`config.mk`:
```
export PLATFORM = sky130hd
export DESIGN_NAME = status_and_data_frame_receiver_flat
export DESIGN_NICKNAME = d
export VERILOG_FILES = /design/src/design/sdfr_pkg.sv /design/src/design/sdfr_if.sv /design/src/design/status_and_data_frame_receiver.sv /design/src/flat_wrapper.sv
export SDC_FILE = /design/constraint.sdc
export NUM_CORES = 1
export LEC_CHECK = 0
export CAP_MARGIN = 20
export CORE_UTILIZATION = 40
export CTS_BUF_LIST = sky130_fd_sc_hd__clkbuf_16
export DETAILED_ROUTE_END_ITERATION = 10
export DONT_BUFFER_PORTS = 1
export PLACE_DENSITY = 0.51
export SYNTH_ARGS = -nofsm -noshare
export SYNTH_HDL_FRONTEND = slang
export SYNTH_SLANG_ARGS = --single-unit
```
`constraint.sdc`:
```
create_clock -name clk -period 8.4 [get_ports clk]
set_clock_uncertainty 0.1 [all_clocks]
set_input_delay 0.84 -clock clk [delete_from_list [all_inputs] [get_ports clk]]
set_output_delay 0.84 -clock clk [all_outputs]
set_load 0.05 [all_outputs]
```
`src/design/sdfr_pkg.sv`:
```
`default_nettype none

package sdfr_pkg;

  localparam int DataDepth = 256;
  localparam int CountW    = $clog2(DataDepth + 1);

  localparam int ByteW   = 8;
  localparam int KindW   = 3;
  localparam int PCountW = 9;
  localparam int WaitW   = 16;
  localparam int EventW  = 3;

  localparam logic [ByteW-1:0] ByteSot     = 8'h01;
  localparam logic [ByteW-1:0] ByteEot     = 8'h04;
  localparam logic [ByteW-1:0] ByteDataSot = 8'h02;
  localparam logic [ByteW-1:0] ByteDataEot = 8'h03;

  localparam logic [ByteW-1:0] ExpectedVersionRst = 8'd4;

endpackage

`default_nettype wire

```
`src/design/sdfr_if.sv`:
```
`default_nettype none

interface sdfr_rx_if
  import sdfr_pkg::*;
();
  logic             valid;
  logic             ready;
  logic [ByteW-1:0] rx_byte;

  modport source (output valid, output rx_byte, input ready);
  modport sink   (input valid, input rx_byte, output ready);
endinterface

interface sdfr_res_if
  import sdfr_pkg::*;
();
  logic                     valid;
  logic                     ready;
  logic [KindW-1:0]         out_kind;
  logic [ByteW-1:0]         payload_byte;
  logic [PCountW-1:0]       payload_count;
  logic [ByteW-1:0]         peer_version;
  logic [WaitW-1:0]         peer_wait;
  logic [ByteW-1:0]         peer_repeat;
  logic [ByteW-1:0]         card_state;
  logic signed [ByteW-1:0]  loop_count;
  logic [EventW-1:0]        status_event;

  modport source (
    output valid, output out_kind, output payload_byte, output payload_count,
    output peer_version, output peer_wait, output peer_repeat, output card_state,
    output loop_count, output status_event, input ready
  );
  modport sink (
    input valid, input out_kind, input payload_byte, input payload_count,
    input peer_version, input peer_wait, input peer_repeat, input card_state,
    input loop_count, input status_event, output ready
  );
endinterface

`default_nettype wire

```
`src/design/status_and_data_frame_receiver.sv`:
```
// channel   | dir | word                                  | handshake
// ----------+-----+---------------------------------------+------------
// rx        | in  | rx_byte                               | valid/ready
// res       | out | kind, payload byte/count, peer status | valid/ready
// cfg       | in  | expected_version                      | cfg_wr_en
//
// one word in, one word out; a byte is taken every cycle while the output
// register is empty or being drained, and its result is valid in the next cycle
// the parse state and the output register sit back to back, so a stall on
// res holds rx only once the output register is full
// rst is synchronous and returns the parser to idle outside any frame
`default_nettype none

module status_and_data_frame_receiver
  import sdfr_pkg::*;
(
  input  wire logic             clk,
  input  wire logic             rst,
  input  wire logic             cfg_wr_en,
  input  wire logic [ByteW-1:0] cfg_wr_data,
  sdfr_rx_if.sink               rx,
  sdfr_res_if.source            res
);

  localparam logic [1:0] ModeIdle   = 2'd0;
  localparam logic [1:0] ModeData   = 2'd1;
  localparam logic [1:0] ModeStatus = 2'd2;
  localparam logic [1:0] ModeSkip   = 2'd3;

  localparam logic [2:0] FieldVersion = 3'd0;
  localparam logic [2:0] FieldWaitLo  = 3'd1;
  localparam logic [2:0] FieldWaitHi  = 3'd2;
  localparam logic [2:0] FieldRepeat  = 3'd3;
  localparam logic [2:0] FieldCard    = 3'd4;
  localparam logic [2:0] FieldLoop    = 3'd5;

  localparam logic [KindW-1:0] KindNone     = 3'd0;
  localparam logic [KindW-1:0] KindByte     = 3'd1;
  localparam logic [KindW-1:0] KindEnd      = 3'd2;
  localparam logic [KindW-1:0] KindOverflow = 3'd3;
  localparam logic [KindW-1:0] KindStatus   = 3'd4;

  localparam logic [EventW-1:0] EvNone       = 3'd0;
  localparam logic [EventW-1:0] EvVersionErr = 3'd1;
  localparam logic [EventW-1:0] EvProcessing = 3'd2;
  localparam logic [EventW-1:0] EvRepeat     = 3'd3;
  localparam logic [EventW-1:0] EvDone       = 3'd4;

  localparam logic [CountW-1:0] DepthCount = CountW'(DataDepth);

  logic [ByteW-1:0]  expected_version;
  logic [1:0]        rx_mode, rx_mode_next;
  logic [CountW-1:0] data_count, data_count_next;
  logic [2:0]        field_index, field_index_next;
  logic [ByteW-1:0]  version_reg, version_reg_next;
  logic [WaitW-1:0]  wait_reg, wait_reg_next;
  logic [ByteW-1:0]  repeat_reg, repeat_reg_next;
  logic [ByteW-1:0]  card_reg, card_reg_next;
  logic [ByteW-1:0]  loop_reg, loop_reg_next;
  logic              wait_toggle, wait_toggle_next;

  logic [KindW-1:0]  kind;
  logic [ByteW-1:0]  pbyte;
  logic [EventW-1:0] status_ev;
  logic              react;
  logic [31:0]       count_ext;
  logic              accept;
  logic              out_valid;

  assign rx.ready = !out_valid || res.ready;
  assign accept   = rx.valid && rx.ready;

  assign react = (wait_reg == '0) || (repeat_reg != '0) || wait_toggle;

  always_comb begin
    rx_mode_next     = rx_mode;
    data_count_next  = data_count;
    field_index_next = field_index;
    version_reg_next = version_reg;
    wait_reg_next    = wait_reg;
    repeat_reg_next  = repeat_reg;
    card_reg_next    = card_reg;
    loop_reg_next    = loop_reg;
    wait_toggle_next = wait_toggle;
    kind             = KindNone;
    pbyte            = '0;
    status_ev        = EvNone;
    unique case (rx_mode)
      ModeData: begin
        if (rx.rx_byte == ByteDataEot) begin
          kind         = KindEnd;
          rx_mode_next = ModeIdle;
        end else if (data_count < DepthCount) begin
          data_count_next = data_count + 1'b1;
          kind            = KindByte;
          pbyte           = rx.rx_byte;
        end else begin
          kind            = KindOverflow;
          data_count_next = '0;
          rx_mode_next    = ModeIdle;
        end
      end
      ModeStatus: begin
        unique case (field_index)
          FieldVersion: begin
            version_reg_next = rx.rx_byte;
            field_index_next = FieldWaitLo;
          end
          FieldWaitLo: begin
            wait_toggle_next = wait_reg[0] ^ rx.rx_byte[0];
            wait_reg_next    = {{(WaitW-ByteW){1'b0}}, rx.rx_byte};
            field_index_next = FieldWaitHi;
          end
          FieldWaitHi: begin
            wait_reg_next    = {rx.rx_byte, wait_reg[ByteW-1:0]};
            field_index_next = FieldRepeat;
          end
          FieldRepeat: begin
            repeat_reg_next  = rx.rx_byte;
            field_index_next = FieldCard;
          end
          FieldCard: begin
            card_reg_next    = rx.rx_byte;
            field_index_next = FieldLoop;
          end
          default: begin
            loop_reg_next    = rx.rx_byte;
            field_index_next = FieldVersion;
            kind             = KindStatus;
            rx_mode_next     = ModeSkip;
            if (!react) begin
              status_ev = EvNone;
            end else if (version_reg != expected_version) begin
              status_ev = EvVersionErr;
            end else if (wait_reg != '0) begin
              status_ev = EvProcessing;
            end else if (repeat_reg != '0) begin
              status_ev = EvRepeat;
            end else begin
              status_ev = EvDone;
            end
          end
        endcase
      end
      ModeSkip: begin
        if (rx.rx_byte == ByteEot) begin
          rx_mode_next = ModeIdle;
        end
      end
      default: begin
        if (rx.rx_byte == ByteDataSot) begin
          data_count_next = '0;
          rx_mode_next    = ModeData;
        end else if (rx.rx_byte == ByteSot) begin
          field_index_next = FieldVersion;
          rx_mode_next     = ModeStatus;
        end
      end
    endcase
  end

  assign count_ext = 32'(data_count_next);

  always_ff @(posedge clk) begin
    if (rst) begin
      expected_version <= ExpectedVersionRst;
    end else if (cfg_wr_en) begin
      expected_version <= cfg_wr_data;
    end
  end

  always_ff @(posedge clk) begin
    if (rst) begin
      rx_mode     <= ModeIdle;
      data_count  <= '0;
      field_index <= FieldVersion;
      version_reg <= '0;
      wait_reg    <= '0;
      repeat_reg  <= '0;
      card_reg    <= '0;
      loop_reg    <= '0;
      wait_toggle <= 1'b0;
    end else if (accept) begin
      rx_mode     <= rx_mode_next;
      data_count  <= data_count_next;
      field_index <= field_index_next;
      version_reg <= version_reg_next;
      wait_reg    <= wait_reg_next;
      repeat_reg  <= repeat_reg_next;
      card_reg    <= card_reg_next;
      loop_reg    <= loop_reg_next;
      wait_toggle <= wait_toggle_next;
    end
  end

  // output register
  always_ff @(posedge clk) begin
    if (rst) begin
      out_valid <= 1'b0;
    end else if (accept) begin
      out_valid <= 1'b1;
    end else if (res.ready) begin
      out_valid <= 1'b0;
    end
  end

  always_ff @(posedge clk) begin
    if (accept) begin
      res.out_kind      <= kind;
      res.payload_byte  <= pbyte;
      res.payload_count <= count_ext[PCountW-1:0];
      res.peer_version  <= version_reg_next;
      res.peer_wait     <= wait_reg_next;
      res.peer_repeat   <= repeat_reg_next;
      res.card_state    <= card_reg_next;
      res.loop_count    <= $signed(loop_reg_next);
      res.status_event  <= status_ev;
    end
  end

  assign res.valid = out_valid;

endmodule

`default_nettype wire

```
`src/flat_wrapper.sv`:
```
// flat-port wrapper written by rule: the top's interface ports become plain ports
module status_and_data_frame_receiver_flat import sdfr_pkg::*;
  (clk, rst, cfg_wr_en, cfg_wr_data, rx_valid, rx_rx_byte, rx_ready, res_valid, res_out_kind, res_payload_byte, res_payload_count, res_peer_version, res_peer_wait, res_peer_repeat, res_card_state, res_loop_count, res_status_event, res_ready);
  sdfr_rx_if rx_i ();
  sdfr_res_if res_i ();
  input  wire logic clk;
  input  wire logic rst;
  input  wire logic cfg_wr_en;
  input  wire logic [ByteW-1:0] cfg_wr_data;
  input wire logic [$bits(rx_i.valid)-1:0] rx_valid;
  input wire logic [$bits(rx_i.rx_byte)-1:0] rx_rx_byte;
  output wire logic [$bits(rx_i.ready)-1:0] rx_ready;
  output wire logic [$bits(res_i.valid)-1:0] res_valid;
  output wire logic [$bits(res_i.out_kind)-1:0] res_out_kind;
  output wire logic [$bits(res_i.payload_byte)-1:0] res_payload_byte;
  output wire logic [$bits(res_i.payload_count)-1:0] res_payload_count;
  output wire logic [$bits(res_i.peer_version)-1:0] res_peer_version;
  output wire logic [$bits(res_i.peer_wait)-1:0] res_peer_wait;
  output wire logic [$bits(res_i.peer_repeat)-1:0] res_peer_repeat;
  output wire logic [$bits(res_i.card_state)-1:0] res_card_state;
  output wire logic [$bits(res_i.loop_count)-1:0] res_loop_count;
  output wire logic [$bits(res_i.status_event)-1:0] res_status_event;
  input wire logic [$bits(res_i.ready)-1:0] res_ready;
  assign rx_i.valid = rx_valid;
  assign rx_i.rx_byte = rx_rx_byte;
  assign rx_ready = rx_i.ready;
  assign res_valid = res_i.valid;
  assign res_out_kind = res_i.out_kind;
  assign res_payload_byte = res_i.payload_byte;
  assign res_payload_count = res_i.payload_count;
  assign res_peer_version = res_i.peer_version;
  assign res_peer_wait = res_i.peer_wait;
  assign res_peer_repeat = res_i.peer_repeat;
  assign res_card_state = res_i.card_state;
  assign res_loop_count = res_i.loop_count;
  assign res_status_event = res_i.status_event;
  assign res_i.ready = res_ready;
  status_and_data_frame_receiver u_core (.clk(clk), .rst(rst), .cfg_wr_en(cfg_wr_en), .cfg_wr_data(cfg_wr_data), .rx(rx_i), .res(res_i));
endmodule
```
== After elaboration in Yosys (flattened, before gate mapping) ==
Cells that the tools add are included.

* Reductions and logical operators: 22
* Add/sub/neg operators: 1
* $lt $le $gt $ge: 1
* Bitwise logic cells: 6
* Multiplexer cells: 34
* Eq/ne operators: 16

{| class="wikitable"
|+ Operators with widths
! kind !! count
|-
| 8-bit 2-to-1 mux || 8
|-
| 16-bit case mux with 2 select lines || 1
|-
| 9-bit 2-to-1 mux || 3
|-
| 9-bit case mux with 2 select lines || 1
|-
| 8-bit by 2-bit == test with 1-bit output, second input constant || 2
|-
| 16-bit zero test || 1
|-
| 16-bit 2-to-1 mux || 1
|-
| 2-bit 2-to-1 mux || 8
|-
| 16-bit nonzero test || 1
|-
| 3-bit 2-to-1 mux || 5
|-
| 3-bit case mux with 5 select lines || 1
|-
| 3-bit case mux with 2 select lines || 2
|-
| 9-bit by 1-bit adder with 9-bit output, second input constant || 1
|-
| 9-bit < comparator, second input constant || 1
|-
| 9-bit OR reduction || 1
|-
| 8-bit by 1-bit == test with 1-bit output, second input constant || 1
|-
| 8-bit by 3-bit == test with 1-bit output, second input constant || 1
|-
| 8-bit inequality test || 1
|-
| 8-bit nonzero test || 1
|-
| 8-bit OR reduction || 1
|-
| 7-bit OR reduction || 1
|-
| 3-bit by 2-bit == test with 1-bit output, second input constant || 2
|-
| 2-bit case mux with 3 select lines || 1
|-
| 1-bit NOT || 5
|-
| other kinds (21) || 29
|}

* Word-level logic and storage cells: 102
* Output and inout port bits: 73
* Input bits: 21
* Bits in registers: 143

== Longest topological paths before layout ==
* Depth after elaboration: 5
* Gate-level depth with buffers: 9
* Depth with buffers taken out: 7

== Worst setup path before layout ==
OpenSTA, ideal clock, no wires.

* Kind: input port to flip-flop
* Start: in res_ready
* End: reg u_core.wait_reg[15]
* Required time: 8.028 ns
* Arrival: 4.335 ns
* Slack: 3.693 ns
* Path buffers: 2
* Library setup time: 0.272 ns
* Stages on the path: 6
* Cells stage by stage: nand2b_1 -> nand2_1 -> inv_1 -> clkbuf_1 -> buf_1 -> a311oi_1

* Longest elaborated chain between the ends: 2

{| class="wikitable"
|+ Ends and longest elaborated chain
! item !! line !! RTL
|-
| from (decl) || flat_wrapper.sv:23 || <nowiki>input wire logic [$bits(res_i.ready)-1:0] res_ready;</nowiki>
|-
| 1-bit logical OR || status_and_data_frame_receiver.sv:70 || <nowiki>assign rx.ready = !out_valid || res.ready;</nowiki>
|-
| 1-bit logical AND || status_and_data_frame_receiver.sv:71 || <nowiki>assign accept = rx.valid && rx.ready;</nowiki>
|-
| net u_core.accept || status_and_data_frame_receiver.sv:67 || <nowiki>logic accept;</nowiki>
|-
| to (signal assigned) || status_and_data_frame_receiver.sv:188 || <nowiki>wait_reg <= wait_reg_next;</nowiki>
|-
| to (decl) || status_and_data_frame_receiver.sv:56 || <nowiki>logic [WaitW-1:0] wait_reg, wait_reg_next;</nowiki>
|}

The timed path passes the listed nets, and every way through them passes these cells.
A chain may end at the register's enable or synchronous reset.

== Worst setup path in the final report ==
* Start: reg u_core.out_valid, in the netlist u_core.res.valid
* End: reg u_core.version_reg[3]

* Longest elaborated chain between the ends: 3

{| class="wikitable"
|+ Ends and longest elaborated chain
! item !! line !! RTL
|-
| from (decl) || status_and_data_frame_receiver.sv:68 || <nowiki>logic out_valid;</nowiki>
|-
| from (signal assigned) || status_and_data_frame_receiver.sv:199 || <nowiki>out_valid <= 1'b0;</nowiki>
|-
| from (signal assigned) || status_and_data_frame_receiver.sv:201 || <nowiki>out_valid <= 1'b1;</nowiki>
|-
| from (signal assigned) || status_and_data_frame_receiver.sv:203 || <nowiki>out_valid <= 1'b0;</nowiki>
|-
| 1-bit zero test || status_and_data_frame_receiver.sv:70 ||
|-
| 1-bit logical OR || status_and_data_frame_receiver.sv:70 ||
|-
| net rx_ready || flat_wrapper.sv:12 || <nowiki>output wire logic [$bits(rx_i.ready)-1:0] rx_ready;</nowiki>
|-
| 1-bit logical AND || status_and_data_frame_receiver.sv:71 ||
|-
| to (signal assigned) || status_and_data_frame_receiver.sv:187 || <nowiki>version_reg <= version_reg_next;</nowiki>
|-
| to (decl) || status_and_data_frame_receiver.sv:55 || <nowiki>logic [ByteW-1:0] version_reg, version_reg_next;</nowiki>
|}

The timed path passes the listed nets, and every way through them passes these cells.

==> results.sh <==
export IMPL_wl_per_cell_um=18.8
export IMPL_critPathKind="flip-flop to flip-flop"
export IMPL_grtUsageTotal_pct=18.9
export IMPL_crit_cells=8
export IMPL_critPathCaptureType="flip-flop"
export IMPL_total_leakage_power_nw=2.60
export IMPL_ys_seq_area_share_pct=57.4
export IMPL_area_growth_pct=12.1
export IMPL_crit_fanout=81
export IMPL_cts_resized=0
export IMPL_crit_top_cell="nand2_1"
export IMPL_powerDensity_nw_per_um2=255
export IMPL_viasPerCell=5.56
export IMPL_min_period_over_period_pct=42.5
export IMPL_critPathTopFamily="buffers and inverters"
export IMPL_dp_slack_ns=4.49
export IMPL_clk_latency_ns=0.42
export IMPL_hold_ws_ns=0.373
export IMPL_io_pins=94
export IMPL_dp_hpwl_mm=8.82
export IMPL_num_rows=45
export IMPL_maxSlewHeadroom_pct=39.9
export IMPL_ys_ff_latch=143
export IMPL_io_buffers=0
export IMPL_reg2reg_from="u_core.res.valid"
export IMPL_peakVddDrop_uv=144
export IMPL_critPathLaunchType="flip-flop"
export IMPL_fmax_mhz=280
export IMPL_cp_required_ns=8.60
export IMPL_synth_cell_types=57
export IMPL_synth_fp_nets=607
export IMPL_synth_cells=580
export IMPL_postSynth_asyncResetShare_pct=0
export IMPL_synth_avg_cell_area_um2=10.7
export IMPL_cts_max_path_buffers=2
export IMPL_cts_root_buf="clkbuf_16"
export IMPL_setup_tns_ns=0
export IMPL_worst_r2r_path_depth=8
export IMPL_die_width_um=127
export IMPL_totalWireLength_mm=14.4
export IMPL_netlist_area_leader_share_pct=34.3
export IMPL_htreeDepth=4
export IMPL_setup_viol=0
export IMPL_critPathLaunch="u_core.res.valid"
export IMPL_yosys_area_top_type="edfxtp_1"
export IMPL_use_met1_pct=25.0
export IMPL_status="finished clean"
export IMPL_ys_warnings_count=0
export IMPL_overflow=0
export IMPL_via_count=4251
export IMPL_finalInstanceArea_um2=6970
export IMPL_tightest_slew_ns=0.901
export IMPL_place_area_um2=6320
export IMPL_rsz0062_at_grt="false"
export IMPL_nets=591
export IMPL_critical_path_slowest_cell="buf_4"
export IMPL_antenna_cells=0
export IMPL_cts_made_buffers=17
export IMPL_min_delay_start="u_core.repeat_reg[2]"
export IMPL_cap_violations=0
export IMPL_endpoint="u_core.version_reg[3]"
export IMPL_grt_pass1_wl_mm=22.7
export IMPL_path_clk_slew_ns=0.06
export IMPL_grt_busiest_layer="met2"
export IMPL_hp_class="flip-flop to flip-flop"
export IMPL_cp_data_arrival_time_ns=3.78
export IMPL_core_um2=15200
export IMPL_use_met2_pct=28.2
export IMPL_timing_rr_end="u_core.version_reg[3]"
export IMPL_drive_gt1_share_pct=14.4
export IMPL_die_h_um=127
export IMPL_gr_usage_met3_pct=6.20
export IMPL_netlist_top_cells_area="edfxtp_1, dfxtp_1, mux2_2"
export IMPL_period_needed_ns=3.57
export IMPL_grt_pass1_vias=4113
export IMPL_critPathMaxStageDelay_ns=0.82
export IMPL_syn_area_um2=6220
export IMPL_die_area_um2=16100
export IMPL_cts_tree="yes"
export IMPL_clock_sinks=143
export IMPL_synth_main_ff_cell="dfxtp_1"
export IMPL_holdBufCountCts=0
export IMPL_grt_start_max_net_pins=82
export IMPL_drc_errors=0
export IMPL_drt_iter0_markers=305
export IMPL_r2r_setup_slack_ns=4.83
export IMPL_first_pass_iters=5
export IMPL_synth_edf_count=71
export IMPL_gp_congestion=0.802
export IMPL_grt_antenna_before_repair=0
export IMPL_post_cts_setup_buffers=0
export IMPL_crit_chain="nand2b_1 > nand2_1 > buf_4 > inv_4 > buf_4 > nand2_1 > nand2_1 > a21oi_1"
export IMPL_antenna_left=0
export IMPL_setup_slack_ns=4.83
export IMPL_initial_core_util_pct=40.9
export IMPL_cp_buffers_inverters=3
export IMPL_drv_slew=0
export IMPL_hold_viol=0
[final cells by class]
class,instances,area [um2]
fill,1423,8230
clock inverter,15,225
tap,188,235
sequential,143,3570
timing repair buffer,4,30.0
inverter,10,40.0
clock buffer,17,425
multi-input combinational,388,2440
[where the power goes]
part	internal [mW]	total (mW)	switching, mW
Sequential	0.771	0.861	0.0901
Clock	0.551	0.831	0.280
Combinational	0.0320	0.0858	0.0538
[logic make-up (layout without fill, tap and decap cells)]
family	count (synthesis)	in the layout	synth area share, %
multiplexers	56	56	9.79
flip-flops	143	143	57.4
adder cells (fa/ha/maj)	6	6	1.21
AO/OA/AOI/OAI	77	77	8.39
AND/OR/NAND/NOR	239	239	18.5
buffers and inverters	49	46	3.28
XOR/XNOR	10	10	1.41
[worst register-to-register path: cells and delay by family, from the launching register on]
| family | cells | cell delay, ns |
|---|---|---|
| AO/OA/AOI/OAI | 1 | 0.08 |
| buffers and inverters | 3 | 1.59 |
| AND/OR/NAND/NOR | 4 | 1.22 |
| flip-flops | 1 | 0.48 |
[layer usage]
metal | vias up | wire, um | part of all wire [%]
li1 | 2056 | - | -
met1 | 2051 | 6830 | 47
met2 | 123 | 6320 | 44
met3 | 21 | 957 | 6.7
met4 | 0 | 279 | 1.9
met5 | - | 0 | 0
[worst min-delay path by stage]
stage / end / slack (ns) / cells after the start
after floorplan: u_core.repeat_reg[3] / 0.35 / 2
after global placement: u_core.repeat_reg[2] / 0.35 / 2
after detailed placement: u_core.repeat_reg[2] / 0.36 / 2
after CTS: u_core.rx_mode[1] / 0.36 / 1
after global routing: u_core.rx_mode[1] / 0.37 / 1
final: u_core.repeat_reg[2] / 0.37 / 2
[cell usage after synthesis (8+ instances only)]
cell	count
a21oi_1	26
a311oi_1	11
clkbuf_1	29
dfxtp_1	72
edfxtp_1	71
inv_1	10
mux2_2	39
mux2i_1	17
nand2_1	66
nand2b_1	9
nand3_1	23
nor2_1	75
nor3_1	20
xnor2_1	8
[layout by cell type, fill, tap and decap left out, types with 4 or more instances in the layout]
master and n:
a211oi_1 5, a21oi_1 26, a311oi_1 11, a31oi_1 7
and2_1 7, and3_1 4, buf_4 4, bufinv_16 6
clkbuf_16 17, dfxtp_1 72, edfxtp_1 71, ha_1 6
inv_1 12, mux2_2 39, mux2i_1 17, nand2_1 66
nand2b_1 9, nand3_1 23, nand4_1 5, nor2_1 75
nor3_1 20, nor4_1 7, o21ai_0 5, xnor2_1 8
[stage by stage]
step	utilization, %	cells	power [mW]
floorplan	-	580	0.950
global placement	41.6	733	0.960
detailed placement	41.6	733	0.962
CTS	45.9	765	1.80
global route	45.9	765	1.84
finish	45.9	765	1.78
Power figures use the tool's default switching activity.
